$ cat src/hw/rtl/ppdp_pkg.sv
`timescale 1ns / 1ps
// Shared types and constants for the pen packet decoder.
// No dependencies; used by ppdp_div and the top level.
package ppdp_pkg;

  // Field widths
  localparam int unsigned COORD_W  = 16;  // raw coordinates and window registers
  localparam int unsigned Q_W      = 12;  // scaled coordinate, quotient bits
  localparam int unsigned NUM_W    = COORD_W + Q_W;
  localparam int unsigned CNT_W    = $clog2(Q_W);
  localparam int unsigned POS_X_W  = 12;
  localparam int unsigned POS_Y_W  = 11;
  localparam int unsigned PRESS_W  = 12;
  localparam int unsigned IDX_W    = 3;
  localparam int unsigned ID_W     = 4;

  // Panel spans; each must stay below 2**Q_W so the quotient fits Q_W bits
  localparam logic [Q_W-1:0] PANEL_X_SPAN = Q_W'(2560);
  localparam logic [Q_W-1:0] PANEL_Y_SPAN = Q_W'(1600);

  // Head byte layout
  localparam int unsigned HB_READY_BIT  = 7;
  localparam int unsigned HB_ERASER_BIT = 6;
  localparam int unsigned HB_SIDE_BIT   = 5;
  localparam int unsigned HB_TIP_BIT    = 4;
  localparam logic [ID_W-1:0] ID_COORD  = ID_W'(1);

  // Configuration register indexes
  localparam logic [IDX_W-1:0] REG_X_LO    = IDX_W'(0);
  localparam logic [IDX_W-1:0] REG_X_HI    = IDX_W'(1);
  localparam logic [IDX_W-1:0] REG_Y_LO    = IDX_W'(2);
  localparam logic [IDX_W-1:0] REG_Y_HI    = IDX_W'(3);
  localparam logic [IDX_W-1:0] REG_X_EXT   = IDX_W'(4);
  localparam logic [IDX_W-1:0] REG_SILENCE = IDX_W'(5);
  localparam logic [IDX_W-1:0] REG_SUPP_EN = IDX_W'(6);

  typedef enum logic [1:0] {
    KIND_NONE = 2'd0,
    KIND_PEN  = 2'd1,
    KIND_REL  = 2'd2
  } kind_t;

  // Divider request and response
  typedef struct packed {
    logic               start;
    logic [NUM_W-1:0]   num;
    logic [COORD_W-1:0] den;
  } div_req_t;

  typedef struct packed {
    logic           done;
    logic [Q_W-1:0] quot;
  } div_rsp_t;

endpackage

$ cat src/hw/rtl/pen_packet_decoder_with_proximity.sv
`timescale 1ns / 1ps
// Pen packet decoder with proximity tracking: top level, sequencer and state.
// Depends on ppdp_pkg and ppdp_div.

// One input beat is either a coordinate packet or a millisecond tick, and every
// input beat yields exactly one output beat. A complete packet with id 1 and the
// ready bit set gives a pen report (kind 1) with clamped, scaled coordinates; a
// packet with the ready bit clear, or the silence counter expiring on ticks,
// gives one release report (kind 2) if the pen was in range; anything else gives
// kind 0 with all fields zero except suppress_touch. A tick, an ignored packet
// or a release packet goes from idle straight to the done state, where its
// result loads once the output register is free. A pen report runs, per axis,
// through a clamp state, a multiply state, a divider start and a wait on the
// shared one-bit-per-cycle divider until it flags done after its 12 quotient
// bits; the divider serves x then y, and the done state loads the result.
// An axis whose calibration window is empty skips the multiply and divide.
// in_ready is high only while the sequencer is idle. The result sits in an
// output register, so the next beat may be accepted while it waits for
// out_ready. Configuration writes are registered and must only happen while
// the block is idle.
module pen_packet_decoder_with_proximity (
  input  logic                              clk,
  input  logic                              rst_n,

  // configuration write port
  input  logic                              cfg_we,
  input  logic [ppdp_pkg::IDX_W-1:0]        cfg_index,
  input  logic [ppdp_pkg::COORD_W-1:0]      cfg_wdata,

  // input beats
  input  logic                              in_valid,
  output logic                              in_ready,
  input  logic                              in_action,
  input  logic                              in_read_complete,
  input  logic [7:0]                        in_head_byte,
  input  logic [ppdp_pkg::COORD_W-1:0]      in_raw_first,
  input  logic [ppdp_pkg::COORD_W-1:0]      in_raw_second,
  input  logic [7:0]                        in_press_high,
  input  logic [7:0]                        in_press_low,
  input  logic [7:0]                        in_hover_dist,
  input  logic signed [7:0]                 in_tilt_in_x,
  input  logic signed [7:0]                 in_tilt_in_y,

  // result beats
  output logic                              out_valid,
  input  logic                              out_ready,
  output logic [1:0]                        out_report_kind,
  output logic                              out_tool_eraser,
  output logic                              out_tool_pen,
  output logic                              out_tip_down,
  output logic                              out_side_button,
  output logic [ppdp_pkg::POS_X_W-1:0]      out_pos_x,
  output logic [ppdp_pkg::POS_Y_W-1:0]      out_pos_y,
  output logic [ppdp_pkg::PRESS_W-1:0]      out_pressure,
  output logic [7:0]                        out_distance,
  output logic signed [7:0]                 out_tilt_out_x,
  output logic signed [7:0]                 out_tilt_out_y,
  output logic                              out_suppress_touch
);

  localparam int unsigned CW = ppdp_pkg::COORD_W;

  typedef enum logic [2:0] {
    ST_IDLE,
    ST_CLAMP,   // clamp to window, subtract low edge
    ST_MUL,     // offset times panel span
    ST_DSTART,  // hand product to the divider
    ST_DWAIT,   // wait for quotient
    ST_DONE     // update proximity state, load result
  } state_t;

  state_t state_r;

  // ---------------- configuration registers ----------------
  logic [CW-1:0] x_lo_r, x_hi_r, y_lo_r, y_hi_r, x_ext_r, silence_r;
  logic          supp_en_r;

  always_ff @(posedge clk) begin
    if (!rst_n) begin
      x_lo_r    <= CW'(0);
      x_hi_r    <= CW'(23575);
      y_lo_r    <= CW'(0);
      y_hi_r    <= CW'(14724);
      x_ext_r   <= CW'(14752);
      silence_r <= CW'(250);
      supp_en_r <= 1'b1;
    end else if (cfg_we) begin
      case (cfg_index)
        ppdp_pkg::REG_X_LO:    x_lo_r    <= cfg_wdata;
        ppdp_pkg::REG_X_HI:    x_hi_r    <= cfg_wdata;
        ppdp_pkg::REG_Y_LO:    y_lo_r    <= cfg_wdata;
        ppdp_pkg::REG_Y_HI:    y_hi_r    <= cfg_wdata;
        ppdp_pkg::REG_X_EXT:   x_ext_r   <= cfg_wdata;
        ppdp_pkg::REG_SILENCE: silence_r <= cfg_wdata;
        ppdp_pkg::REG_SUPP_EN: supp_en_r <= cfg_wdata[0];
        default: ;  // unknown index: write dropped
      endcase
    end
  end

  // ---------------- latched beat ----------------
  logic                          action_r;
  logic                          complete_r;
  logic [7:0]                    head_r;
  logic [CW-1:0]                 vx_r;       // x source: raw second axis
  logic signed [CW:0]            vy_r;       // y source: extent minus raw first
  logic [ppdp_pkg::PRESS_W-1:0]  press_r;
  logic [7:0]                    dist_r;
  logic signed [7:0]             tilt_x_r, tilt_y_r;

  // proximity state
  logic          in_range_r, armed_r;
  logic [CW-1:0] ticks_r;

  // axis work registers
  logic                          axis_r;     // 0 = x, 1 = y
  logic [CW-1:0]                 off_r;
  logic [ppdp_pkg::NUM_W-1:0]    prod_r;
  logic [ppdp_pkg::POS_X_W-1:0]  pos_x_r;
  logic [ppdp_pkg::POS_Y_W-1:0]  pos_y_r;

  // output registers
  logic                          out_valid_r;
  ppdp_pkg::kind_t               kind_r;
  logic                          eraser_r, pen_r, tip_r, side_r;
  logic [ppdp_pkg::POS_X_W-1:0]  opos_x_r;
  logic [ppdp_pkg::POS_Y_W-1:0]  opos_y_r;
  logic [ppdp_pkg::PRESS_W-1:0]  opress_r;
  logic [7:0]                    odist_r;
  logic signed [7:0]             otilt_x_r, otilt_y_r;
  logic                          osupp_r;

  // ---------------- handshake ----------------
  logic in_acc;
  logic pen_pkt;

  assign in_ready = (state_r == ST_IDLE);
  assign in_acc   = in_valid && in_ready;
  assign pen_pkt  = !in_action && in_read_complete
                    && (in_head_byte[ppdp_pkg::ID_W-1:0] == ppdp_pkg::ID_COORD)
                    && in_head_byte[ppdp_pkg::HB_READY_BIT];

  // ---------------- clamp and scale datapath ----------------
  logic [CW-1:0]           lo_sel, hi_sel;
  logic signed [CW:0]      v_sel, lo_s, hi_s;
  logic [CW-1:0]           clamped;
  logic                    win_empty;
  logic [ppdp_pkg::Q_W-1:0] span_sel;
  logic [ppdp_pkg::NUM_W-1:0] prod_c;

  assign lo_sel    = axis_r ? y_lo_r : x_lo_r;
  assign hi_sel    = axis_r ? y_hi_r : x_hi_r;
  assign v_sel     = axis_r ? vy_r : $signed({1'b0, vx_r});
  assign lo_s      = $signed({1'b0, lo_sel});
  assign hi_s      = $signed({1'b0, hi_sel});
  assign win_empty = (hi_sel <= lo_sel);
  assign span_sel  = axis_r ? ppdp_pkg::PANEL_Y_SPAN : ppdp_pkg::PANEL_X_SPAN;
  assign prod_c    = ppdp_pkg::NUM_W'(off_r) * ppdp_pkg::NUM_W'(span_sel);

  always_comb begin
    priority if (v_sel < lo_s) begin
      clamped = lo_sel;
    end else if (v_sel > hi_s) begin
      clamped = hi_sel;
    end else begin
      clamped = v_sel[CW-1:0];
    end
  end

  // divider shared by both axes
  ppdp_pkg::div_req_t div_req;
  ppdp_pkg::div_rsp_t div_rsp;

  assign div_req.start = (state_r == ST_DSTART);
  assign div_req.num   = prod_r;
  assign div_req.den   = hi_sel - lo_sel;

  ppdp_div u_div (
    .clk   (clk),
    .rst_n (rst_n),
    .req   (div_req),
    .rsp   (div_rsp)
  );

  // ---------------- step outcome ----------------
  ppdp_pkg::kind_t kind_c;
  logic            in_range_nxt, armed_nxt;
  logic [CW-1:0]   ticks_nxt;

  always_comb begin
    kind_c       = ppdp_pkg::KIND_NONE;
    in_range_nxt = in_range_r;
    armed_nxt    = armed_r;
    ticks_nxt    = ticks_r;
    if (action_r) begin
      if (armed_r) begin
        if (ticks_r <= CW'(1)) begin
          // silence ran out
          armed_nxt    = 1'b0;
          ticks_nxt    = '0;
          in_range_nxt = 1'b0;
          if (in_range_r) kind_c = ppdp_pkg::KIND_REL;
        end else begin
          ticks_nxt = ticks_r - CW'(1);
        end
      end
    end else if (complete_r && head_r[ppdp_pkg::ID_W-1:0] == ppdp_pkg::ID_COORD) begin
      if (!head_r[ppdp_pkg::HB_READY_BIT]) begin
        // pen lifted out of range
        armed_nxt    = 1'b0;
        ticks_nxt    = '0;
        in_range_nxt = 1'b0;
        if (in_range_r) kind_c = ppdp_pkg::KIND_REL;
      end else begin
        kind_c       = ppdp_pkg::KIND_PEN;
        in_range_nxt = 1'b1;
        armed_nxt    = 1'b1;
        ticks_nxt    = silence_r;
      end
    end
  end

  logic is_pen_c;
  assign is_pen_c = (kind_c == ppdp_pkg::KIND_PEN);

  // ---------------- sequencer ----------------
  always_ff @(posedge clk) begin
    if (!rst_n) begin
      state_r     <= ST_IDLE;
      in_range_r  <= 1'b0;
      armed_r     <= 1'b0;
      ticks_r     <= '0;
      out_valid_r <= 1'b0;
      axis_r      <= 1'b0;
    end else begin
      // ST_DONE owns out_valid_r in its own cycle
      if (out_valid_r && out_ready && (state_r != ST_DONE)) out_valid_r <= 1'b0;

      unique case (state_r)
        ST_IDLE: begin
          if (in_acc) begin
            action_r   <= in_action;
            complete_r <= in_read_complete;
            head_r     <= in_head_byte;
            vx_r       <= in_raw_second;
            vy_r       <= $signed({1'b0, x_ext_r}) - $signed({1'b0, in_raw_first});
            press_r    <= {in_press_high[3:0], in_press_low};
            dist_r     <= in_hover_dist;
            tilt_x_r   <= in_tilt_in_x;
            tilt_y_r   <= in_tilt_in_y;
            axis_r     <= 1'b0;
            state_r    <= pen_pkt ? ST_CLAMP : ST_DONE;
          end
        end

        ST_CLAMP: begin
          off_r <= clamped - lo_sel;
          if (win_empty) begin
            // empty window: coordinate is zero, no divide
            if (axis_r) begin
              pos_y_r <= '0;
              state_r <= ST_DONE;
            end else begin
              pos_x_r <= '0;
              axis_r  <= 1'b1;
            end
          end else begin
            state_r <= ST_MUL;
          end
        end

        ST_MUL: begin
          prod_r  <= prod_c;
          state_r <= ST_DSTART;
        end

        ST_DSTART: begin
          state_r <= ST_DWAIT;
        end

        ST_DWAIT: begin
          if (div_rsp.done) begin
            if (axis_r) begin
              pos_y_r <= div_rsp.quot[ppdp_pkg::POS_Y_W-1:0];
              state_r <= ST_DONE;
            end else begin
              pos_x_r <= div_rsp.quot[ppdp_pkg::POS_X_W-1:0];
              axis_r  <= 1'b1;
              state_r <= ST_CLAMP;
            end
          end
        end

        ST_DONE: begin
          if (!out_valid_r || out_ready) begin
            in_range_r  <= in_range_nxt;
            armed_r     <= armed_nxt;
            ticks_r     <= ticks_nxt;
            out_valid_r <= 1'b1;
            kind_r      <= kind_c;
            eraser_r    <= is_pen_c &&  head_r[ppdp_pkg::HB_ERASER_BIT];
            pen_r       <= is_pen_c && !head_r[ppdp_pkg::HB_ERASER_BIT];
            tip_r       <= is_pen_c &&  head_r[ppdp_pkg::HB_TIP_BIT];
            side_r      <= is_pen_c &&  head_r[ppdp_pkg::HB_SIDE_BIT];
            opos_x_r    <= is_pen_c ? pos_x_r  : '0;
            opos_y_r    <= is_pen_c ? pos_y_r  : '0;
            opress_r    <= is_pen_c ? press_r  : '0;
            odist_r     <= is_pen_c ? dist_r   : '0;
            otilt_x_r   <= is_pen_c ? tilt_x_r : '0;
            otilt_y_r   <= is_pen_c ? tilt_y_r : '0;
            osupp_r     <= supp_en_r && in_range_nxt;
            state_r     <= ST_IDLE;
          end
        end

        default: state_r <= ST_IDLE;
      endcase
    end
  end

  assign out_valid          = out_valid_r;
  assign out_report_kind    = kind_r;
  assign out_tool_eraser    = eraser_r;
  assign out_tool_pen       = pen_r;
  assign out_tip_down       = tip_r;
  assign out_side_button    = side_r;
  assign out_pos_x          = opos_x_r;
  assign out_pos_y          = opos_y_r;
  assign out_pressure       = opress_r;
  assign out_distance       = odist_r;
  assign out_tilt_out_x     = otilt_x_r;
  assign out_tilt_out_y     = otilt_y_r;
  assign out_suppress_touch = osupp_r;

`ifndef SYNTHESIS
  // pen in range always has a live silence timer
  a_range_armed: assert property (@(posedge clk) disable iff (!rst_n)
    in_range_r |-> armed_r)
    else $error("in range without armed timer");

  // a disarmed timer holds no count
  a_disarmed_zero: assert property (@(posedge clk) disable iff (!rst_n)
    !armed_r |-> (ticks_r == '0))
    else $error("disarmed timer with nonzero count");

  // divider finishes only while the sequencer waits for it
  a_div_done_wait: assert property (@(posedge clk) disable iff (!rst_n)
    div_rsp.done |-> (state_r == ST_DWAIT))
    else $error("divider done outside wait state");

  // a release report never asks to suppress touch
  a_rel_no_supp: assert property (@(posedge clk) disable iff (!rst_n)
    (out_valid_r && kind_r == ppdp_pkg::KIND_REL) |-> !osupp_r)
    else $error("release report with suppress set");
`endif

endmodule

$ cat src/hw/rtl/ppdp_div.sv
`timescale 1ns / 1ps
// Iterative restoring divider, one quotient bit per cycle.
// Depends on ppdp_pkg. Caller guarantees num < den * 2**Q_W and den != 0.
module ppdp_div (
  input  logic                clk,
  input  logic                rst_n,
  input  ppdp_pkg::div_req_t  req,
  output ppdp_pkg::div_rsp_t  rsp
);

  logic                              busy_r;
  logic                              done_r;
  logic [ppdp_pkg::CNT_W-1:0]        cnt_r;
  logic [ppdp_pkg::COORD_W-1:0]      rem_r;
  logic [ppdp_pkg::COORD_W-1:0]      den_r;
  logic [ppdp_pkg::Q_W-1:0]          low_r;
  logic [ppdp_pkg::Q_W-1:0]          quot_r;

  logic [ppdp_pkg::COORD_W:0]        trial;
  logic                              ge;
  logic [ppdp_pkg::COORD_W:0]        diff;

  assign trial = {rem_r, low_r[ppdp_pkg::Q_W-1]};
  assign ge    = trial >= {1'b0, den_r};
  assign diff  = trial - {1'b0, den_r};

  always_ff @(posedge clk) begin
    if (!rst_n) begin
      busy_r <= 1'b0;
      done_r <= 1'b0;
      cnt_r  <= '0;
    end else begin
      done_r <= 1'b0;
      if (req.start) begin
        busy_r <= 1'b1;
        cnt_r  <= ppdp_pkg::CNT_W'(ppdp_pkg::Q_W - 1);
        rem_r  <= req.num[ppdp_pkg::NUM_W-1:ppdp_pkg::Q_W];
        low_r  <= req.num[ppdp_pkg::Q_W-1:0];
        den_r  <= req.den;
      end else if (busy_r) begin
        // remainder stays below den, so the difference fits COORD_W bits
        rem_r  <= ge ? diff[ppdp_pkg::COORD_W-1:0] : trial[ppdp_pkg::COORD_W-1:0];
        low_r  <= {low_r[ppdp_pkg::Q_W-2:0], 1'b0};
        quot_r <= {quot_r[ppdp_pkg::Q_W-2:0], ge};
        cnt_r  <= cnt_r - 1'b1;
        if (cnt_r == '0) begin
          busy_r <= 1'b0;
          done_r <= 1'b1;
        end
      end
    end
  end

  assign rsp.done = done_r;
  assign rsp.quot = quot_r;

endmodule
$ cat config.mk
export PLATFORM = sky130hd
export DESIGN_NAME = pen_packet_decoder_with_proximity
export DESIGN_NICKNAME = d
export VERILOG_FILES = /design/src/hw/rtl/ppdp_pkg.sv /design/src/hw/rtl/pen_packet_decoder_with_proximity.sv /design/src/hw/rtl/ppdp_div.sv
export SDC_FILE = /design/constraint.sdc
export NUM_CORES = 1
export LEC_CHECK = 0
export ABC_AREA = 1
export BUFFER_PORTS_ARGS = -buffer_cell sky130_fd_sc_hd__buf_2
export CAP_MARGIN = 30
export CORE_MARGIN = 4
export CORE_UTILIZATION = 55
export DETAILED_ROUTE_END_ITERATION = 6
export GPL_TIMING_DRIVEN = 0
export PLACE_DENSITY = 0.74
export SLEW_MARGIN = 5
export SYNTH_ARGS = -nofsm -noshare
export SYNTH_HDL_FRONTEND = slang
export SYNTH_SLANG_ARGS = --single-unit
$ cat constraint.sdc
create_clock -name clk -period 13.2 [get_ports clk]
set_input_delay 0.66 -clock clk [delete_from_list [all_inputs] [get_ports clk]]
set_output_delay 0.66 -clock clk [all_outputs]
set_load 0.005 [all_outputs]
==> results list, run 1 <==
- Detailed routing placed a total of 2750 um of wire on met3.
* Critical path required time: 13.48 ns
* Slew @ Worst Pin: 0.939 ns
- In this run the deepest clock path goes through 3 buffers.
- In this run the register-to-register setup slack is 7.33 ns.
- The final-report hold violation count is 0.
- The worst setup path is captured at a flop.
* Crit-path leading delay family: buffers and inverters
- Worst slack after detailed placement: 7.41 ns
* Parity-gate share of the synthesized area counting xor and xnor cells: 3.40%
- Counting instances, the worst hold path has a depth of 1.
* Antenna viol nets, final: 0
- The die covers 0.0406 mm^2.
* Compound-Gate Fraction of Synth Area: 8.07%
- The run finished with clean final reports.
- Counting I/O delays and the setup requirement, the final critical path takes 5.87 ns.
* # fillers: 3005
* Final HPWL DP: 38200 um
- Routed len/inst: 17.1 um
- Post-synthesis adder-cell area fraction: 12.5%
- Buffers inserted to repair hold after CTS numbered 0.
- Of the cells placed in the final design, the portion with a size suffix greater than 1 is 12.4%.
* Aggregate global routing overflow: 0
* Routed wire length on met2: 24700 um
- Max-cap violations in this run came to 0.
* Critical Path, Cell by Cell: buf_2, buf_2, buf_2, mux2i_1, ha_1, nand2_1, nor4_1, nand3_1, nand3_1, nand2_2, buf_4, nand3_1, o21ai_0, ha_1, fa_1, o21ai_0, a31oi_1, o21ai_0, nand2_1, nand2_1, xor2_1
- Slowest stage cell, crit path: mux2i_1
* Total setup violations reported at the end of the flow: 0
* Arrival time reported for the critical path endpoint: 6.15 ns
* Maximum vdd ir drop: 0.158 mV
- Worst reg2reg path startpoint: axis_r
- CTS placed an instance of clkbuf_16 at the clock tree root.
- TritonCTS Buffers: 41
- RSZ-0062 raised after global routing: false
- The number of nets in the synthesized netlist is 2559.
- After Yosys synthesis, and, or, nand and nor cells account for 18.8% of the synthesized area.
- Synthesis inferred 382 register bits.
- Die W: 201 um
* Clock input transition at the sequential cells of the worst setup and hold paths: 0.07 ns
* Setup crit start: axis_r
- In this run the critical register-to-register path is captured at off_r[10].
- Most common cell after layout, fill and taps aside: nand2_1
- The tightest hold path in the finished design has a slack of 0.286 ns.
- The number of antenna violations at the first check in global routing is 1.
- Global routing used 24.4% of the available tracks.
- N_diodes: 0
* Delay contributed by the slowest stage of the critical path: 0.71 ns
- The worst register-to-register path has a depth of 21.
- Averaged over all synthesized cells, the footprint is 9.12 um^2.
- Wire length of the first global-routing pass: 80800 um
- After synthesis, flip-flops and latches occupy 49.6% of the total area.
* Core footprint: 0.0368 mm^2
- Setup WS post-layout: 7.33 ns
- Measured on the finished design, the core utilization comes to 64.2%.
- Adding up every negative setup slack in the final design gives 0 ns.
- The area growth from synthesis to layout is 14.8%.
- M1 wire length: 21500 um
* Number of remaining DRC errors: 0
* Clock latency on the worst-skew pair: 0.54 ns
- STA classifies the critical path startpoint as a flop.
* Max FO, Critical Path: 10
* Height of the die: 201 um
- Sinks on the clock net: 382
- TritonCTS built the clock tree.
- Dividing the detail-routed via count by the number of cells gives 5.43.
- Headroom to the max-slew limit: 37.2%
- Based on the critical path, the design can be clocked at up to 170 MHz.
* Post-synthesis instance total: 2257
- The number of global-route vias before repair came to 15700.
* Detailed Route WL: 50900 um
- The portion of synthesized area spent on multiplexers is 1.36%.
* Count of input and output buffers: 168
- The synthesized netlist occupies a cell area of 0.0206 mm^2.
* # H-tree levels: 2
- Main combinational cell family by area after synthesis: simple AND/OR/NAND/NOR gates
- Final clock period utilization by the worst path: 44.4%
* Initial standard-cell utilization of the core: 56.0%
* Highest routed layer: met5
- Total number of vias: 16100
- The number of buffers and inverters on the critical path is 4.
* Count of pins on the block boundary: 174
* Clock skew after layout: 0.0209 ns
* Post-layout power: 5.71 mW
- The final layout contains 2777 nets.
* Drt pass-1 iters: 6
- For this block, the initial DRC count from the detailed router was 1202.
- Most used cells in the layout excluding fill and tap cells: nand2_1 (429), nor2_1 (301), edfxtp_1 (256)
* GP Congestion: 0.973
- Total leakage power: 10.9 nW
* Source of the worst hold timing path: in_head_byte[4]
- Min-Delay Path Class: primary input to flop
- Pwr per Cell Area: 242 mW/mm^2
- The number of setup buffers added after CTS is 0.
* Pin count of the biggest net entering global routing: 36
* # resized after CTS: 0
* Max-slew violation count: 0
- Distinct cells, synth: 46
- The critical path is of the flop to flop type.
- Number of core rows: 70
- The path with the worst hold slack has its endpoint at head_r[4].
- Yosys warns: 0
stage by stage:
| stage | cell area [um^2] | std cells |
|---|---|---|
| after global routing | 23600 | 2973 |
| after global placement | 22000 | 2893 |
| after CTS | 23600 | 2972 |
| final | 23600 | 2973 |
| after detailed placement | 22200 | 2899 |
| after floorplan | 20600 | 2257 |
how the worst max path moves through the flow:
stage,to,cells past startpoint
floorplan,action_r,4
global placement,vx_r[7],4
detailed placement,off_r[10],21
CTS,off_r[10],21
global route,off_r[10],21
finish,off_r[10],21
state kept, by name (all words and copies together) (netlist names), 12 cells and up:
name / count
x_ext_r: 16
u_div.den_r: 16
off_r: 16
out_pressure: 12
ticks_r: 16
silence_r: 16
vx_r: 16
pos_x_r: 12
vy_r: 17
y_hi_r: 16
x_lo_r: 16
u_div.rem_r: 16
y_lo_r: 16
out_pos_x: 12
x_hi_r: 16
u_div.quot_r: 12
press_r: 12
prod_r: 22
cells by family (layout without fill, tap and decap cells):
kind of cell | after synthesis | in the layout
AND/OR/NAND/NOR | 927 | 927
flip-flops | 382 | 382
buffers and inverters | 331 | 579
AO/OA/AOI/OAI | 312 | 312
adder cells (fa/ha/maj) | 196 | 196
XOR/XNOR | 80 | 80
multiplexers | 28 | 28
other | 1 | 1
power by group:
part	internal, mW	leakage (nW)	total, mW	switching (mW)
Sequential	1.55	3.38	1.61	0.0573
Combinational	1.10	6.83	2.89	1.78
Clock	0.743	0.707	1.21	0.466
synth_stat cells, drive strengths merged:
cell / instances / share of area (%)
nand4: 14 / 0.43
a21o: 9 / 0.33
dfxtp: 126 / 12
nand2: 441 / 8.2
fa: 17 / 1.7
a31o: 1 / 0.043
o21bai: 1 / 0.036
nand3b: 18 / 0.66
a21oi: 124 / 3.1
and2: 1 / 0.030
inv: 254 / 4.6
buf: 18 / 0.52
edfxtp: 256 / 37
ha: 179 / 11
nor2: 308 / 5.7
xor2: 44 / 1.9
nor3: 12 / 0.36
nor4: 7 / 0.21
a21boi: 3 / 0.11
nand3: 106 / 2.6
o21a: 4 / 0.15
o211ai: 1 / 0.036
or2: 20 / 0.61
clkinv: 2 / 0.036
a31oi: 12 / 0.36
clkbuf: 57 / 1.0
xnor2: 36 / 1.5
o31ai: 3 / 0.11
o21ai: 150 / 3.7
mux2i: 28 / 1.4
o2111ai: 1 / 0.043
a211oi: 3 / 0.13
conb: 1 / 0.018
per-layer routing:
metal	global-route usage [%]	up-vias
li1	-	7950
met1	31.9	7539
met2	41.6	514
met3	3.21	126
met4	9.30	2
met5	0	-
area by class of cell:
| type | count | area, um^2 | area share, % |
|---|---|---|---|
| clock inverters | 17 | 238 | 1.01 |
| flip-flops and latches | 382 | 10200 | 43.2 |
| inverters | 256 | 961 | 4.07 |
| repair buffers | 175 | 983 | 4.16 |
| multi-input cells | 1544 | 9120 | 38.6 |
| clock buffers | 56 | 1210 | 5.12 |
| plain buffers | 75 | 322 | 1.36 |
| well taps | 468 | 586 | 2.48 |
Note: power is estimated with default switching activity, not from simulation.
==> inputs of run 2 (changes only) <==
--- a/config.mk
+++ b/config.mk
@@ -12,7 +12,7 @@
 export CORE_UTILIZATION = 55
 export DETAILED_ROUTE_END_ITERATION = 6
 export GPL_TIMING_DRIVEN = 0
-export PLACE_DENSITY = 0.74
+export PLACE_DENSITY = 0.77
 export SLEW_MARGIN = 5
 export SYNTH_ARGS = -nofsm -noshare
 export SYNTH_HDL_FRONTEND = slang
==> constraint.sdc (replaced) <==
create_clock -name clk -period 5.3 [get_ports clk]
set_input_delay 0.265 -clock clk [delete_from_list [all_inputs] [get_ports clk]]
set_output_delay 0.265 -clock clk [all_outputs]
set_load 0.005 [all_outputs]
==> run 2 against run 1 <==
The flow now finishes with violations (DRC). Combinational power rose to 2.6 times the previous value. Clock power up 140%. Hold slack lost 0.26 ns. Cell count rose by 2.3%. Maximum frequency is 16% higher. Sequential power increased by 150%. First-iteration DRC count increased by 14%. Core utilization grew 2.0 points. Critical path type unchanged. Largest cell class unchanged.
==> results list, run 2 (synthesis gave the netlist of run 1 again) <==
* Terminating pin of the worst hold path: x_hi_r[4] (was head_r[4])
- FF-to-FF End: off_r[10] (unchanged)
- The placeable core region was 0.0368 mm^2 (unchanged).
- Clock skew after layout: 0.0277 ns (was 0.0209 ns)
- Antenna viol nets, final: 0 (unchanged)
- Final hold slack: 0.0310 ns (was 0.286 ns)
* Root buffer selected by CTS: clkbuf_16 (unchanged)
- The wire length per cell came to 17.7 um (was 17.1 um).
- The I/O pin count was 174 (unchanged).
- RSZ-0062 raised after global routing: false (unchanged).
* Total setup violations reported at the end of the flow: 0 (unchanged)
- Comb power frac: 51.5% (was 50.6%)
- The first-pass detailed-route iteration total was 7 (was 6).
* Part of the total power dissipated in sequential elements: 28.1% (was 28.2%)
- CTS tree: built (unchanged)
- The total number of vias was 16700 (was 16100).
* Die W: 201 um (unchanged)
- Wire length of the first global-routing pass: 85800 um (was 80800 um)
- The category of the worst setup path launch point was a flop (unchanged).
- Total leakage power: 11.2 nW (was 10.9 nW)
- The maximum vdd drop was 0.350 mV (was 0.158 mV).
- Result of the run: finished with violations (was completed)
- The routability congestion estimate is 0.983 (was 0.973).
- The area growth from synthesis to layout is 18.3% (was 14.8%).
* Height of the die: 201 um (unchanged)
- The total net switching power was 5.87 mW (was 2.31 mW).
* Sinks on the clock net: 382 (unchanged)
- The data arrival time at the worst-slack endpoint was 5.37 ns (was 6.15 ns).
* Violated checks: DRC
- Worst reg-to-reg setup slack: 0.23 ns (was 7.33 ns)
- The maximum net fanout on the critical path came to 10 (unchanged).
* Source of the worst hold timing path: cfg_wdata[4] (was in_head_byte[4])
* # fillers: 2767 (was 3005)
- Most used cells in the layout excluding fill and tap cells: nand2_1 (429), nor2_1 (302), edfxtp_1 (256) (was nand2_1 (429), nor2_1 (301), edfxtp_1 (256)).
* Antenna violations before repair: 1 (unchanged)
* Initial standard-cell utilization of the core: 56.0% (unchanged)
- The switching power share of the total is 41.0% (was 40.4%).
- Register ranked first by flip-flop count: prod_r (unchanged)
* Number of DRC markers after the initial detailed-route iteration: 1366 (was 1202)
* Overall die area: 0.0406 mm^2 (unchanged)
* Headroom to the max-slew limit: 37.5% (was 37.2%)
- The count of final max-slew check failures came to 0 (unchanged).
- Proportion of layout cells with a drive suffix above 1: 12.6% (was 12.4%)
* Worst Reg-to-Reg Cells: 22 (was 21)
- The areal power density over the cells was 588 mW/mm^2 (was 242 mW/mm^2).
- The data required time at the worst endpoint came to 5.60 ns (was 13.48 ns).
* Clock input transition at the sequential cells of the worst setup and hold paths: 0.06 ns (was 0.07 ns)
* Final net count: 2840 (was 2777)
- The number of max-cap violations was 0 (unchanged).
- Number of buffers inserted to repair setup after CTS: 0 (unchanged)
* Final clock period utilization by the worst path: 95.7% (was 44.4%)
- Registers with the most flip-flops: prod_r: 22 flops, vy_r: 17 flops (unchanged)
* Number of standard cells in the layout, taps in and fillers out: 3040 (was 2973)
- The most common cell after layout, fill and taps aside was nand2_1 (unchanged).
* Final HPWL DP: 38300 um (was 38200 um)
- Min-Delay Path Class: primary input to flop (unchanged)
- Internal Dissipation: 8.45 mW (was 3.40 mW)
- The time the final worst path needs with I/O delays and setup was 5.07 ns (was 5.87 ns).
* Hold Vio Cnt, Final: 0 (unchanged)
- The total congestion overflow is 0 (unchanged).
- The actual transition at the worst max-transition pin came to 0.928 ns (was 0.939 ns).
- Bufs on Longest Clock Path: 3 (unchanged)
- Detailed Route WL: 53700 um (was 50900 um)
- Number of core rows: 70 (unchanged)
- Cell count after placement: 2900 (was 2899)
* Post-route cell area: 0.0244 mm^2 (was 0.0236 mm^2)
- The pin count of the biggest net entering global routing came to 35 (was 36).
* Class of the most critical setup path: flop to flop (unchanged)
- Largest register FFs: 22 (unchanged)
- The number of global-route vias before repair was 16700 (was 15700).
- The final worst slack is 0.229 ns (was 7.33 ns).
- The post-route DRC violation count came to 2 (was 0).
* TritonCTS Buffers: 41 (unchanged)
* Avg Vias per Cell: 5.49 (was 5.43)
- The total cell area at the placement stage was 0.0222 mm^2 (about the same).
- The setup slack after placement is -0.348 ns (was 7.41 ns).
- The startpoint of the lowest-slack register-to-register path is axis_r (unchanged).
- The post-route total power came to 14.3 mW (was 5.71 mW).
- The global routing usage summed across all routing layers came to 25.9% (was 24.4%).
- The total of buffers placed on input and output ports came to 168 (unchanged).
- The peak clock frequency supported by timing came to 197 MHz (was 170 MHz).
- The clock latency reported for the late side of the worst-skew pair is 0.57 ns (was 0.54 ns).
- The number of stages on the worst hold path is 3 (was 1).
* Clock group share of total power: 20.4% (was 21.2%)
* Endpoint type of the worst setup path: flop (unchanged)
- The number of H-tree levels was 2 (unchanged).
-- run 2: how the worst max path moves through the flow --
stage | start | end | slack, ns | cells past startpoint
2_1_floorplan | state_r[1] | action_r | 0.63 | 5
3_3_place_gp | rst_n | vx_r[7] | -1.23 | 4
3_5_place_dp | axis_r | off_r[10] | -0.35 | 21
4_1_cts | axis_r | off_r[10] | 0.13 | 21
5_1_grt | axis_r | off_r[10] | 0.008 | 21
6_report | axis_r | off_r[10] | 0.23 | 22
-- run 2: power groups by stage --
| stage | clock network, mW | registers [mW] | logic, mW |
|---|---|---|---|
| 2_1_floorplan | 0 | 4.04 | 5.29 |
| 3_3_place_gp | 0 | 4.09 | 6.80 |
| 3_5_place_dp | 0 | 4.07 | 7.08 |
| 4_1_cts | 2.94 | 4.01 | 7.28 |
| 5_1_grt | 3.09 | 4.04 | 8.38 |
| 6_report | 2.92 | 4.02 | 7.37 |
-- run 2: cell type report --
type | instances | area [um^2] | area share (%)
flip-flops and latches | 382 | 10200 | 41.9
inverters | 256 | 961 | 3.95
well taps | 468 | 586 | 2.40
repair buffers | 238 | 1620 | 6.65
multi-input cells | 1544 | 9250 | 38.0
diodes | 2 | 5.00 | 0.0205
clock inverters | 11 | 131 | 0.539
clock buffers | 64 | 1250 | 5.15
plain buffers | 75 | 338 | 1.39
-- run 2: worst max-delay path: stages (launching register included) --
cell	delay (ns)
dfxtp_2	0.45
clkbuf_4	0.27
buf_2	0.26
buf_8	0.26
mux2i_2	0.49
ha_1	0.34
nand2_1	0.09
nor2_1	0.05
nor2_1	0.08
nand3_1	0.08
nand2_1	0.07
nand3_1	0.09
nand2_2	0.20
buf_4	0.24
o21ai_0	0.18
ha_1	0.25
fa_1	0.41
o21ai_1	0.27
a31oi_1	0.17
o21ai_0	0.31
nand2_1	0.10
nand2_1	0.08
xor2_1	0.06
-- run 2: timing repair --
item	4_1_cts	5_1_grt
hold buffers	62	0
endpoints found under the setup margin	11	10
endpoints found under the hold margin	62	0
resized for setup	27	6
-- run 2: stage by stage --
stage                     util (%)  setup TNS [ns]
after detailed placement      60.3           -1.05
after global placement        59.8         -111.25
after global routing          66.2               0
final                         66.2               0
after floorplan                  -               0
after CTS                     66.1               0
-- run 2: layer usage --
layer / routed length (um) / up-vias / part of all wire (%) / global-route usage, %
met5: 0 / - / 0 / 0
met3: 3530 / 174 / 6.6 / 4.59
met2: 26400 / 689 / 49 / 44.8
met4: 2500 / 0 / 4.7 / 11.3
li1: - / 8080 / - / -
met1: 21300 / 7743 / 40 / 32.1
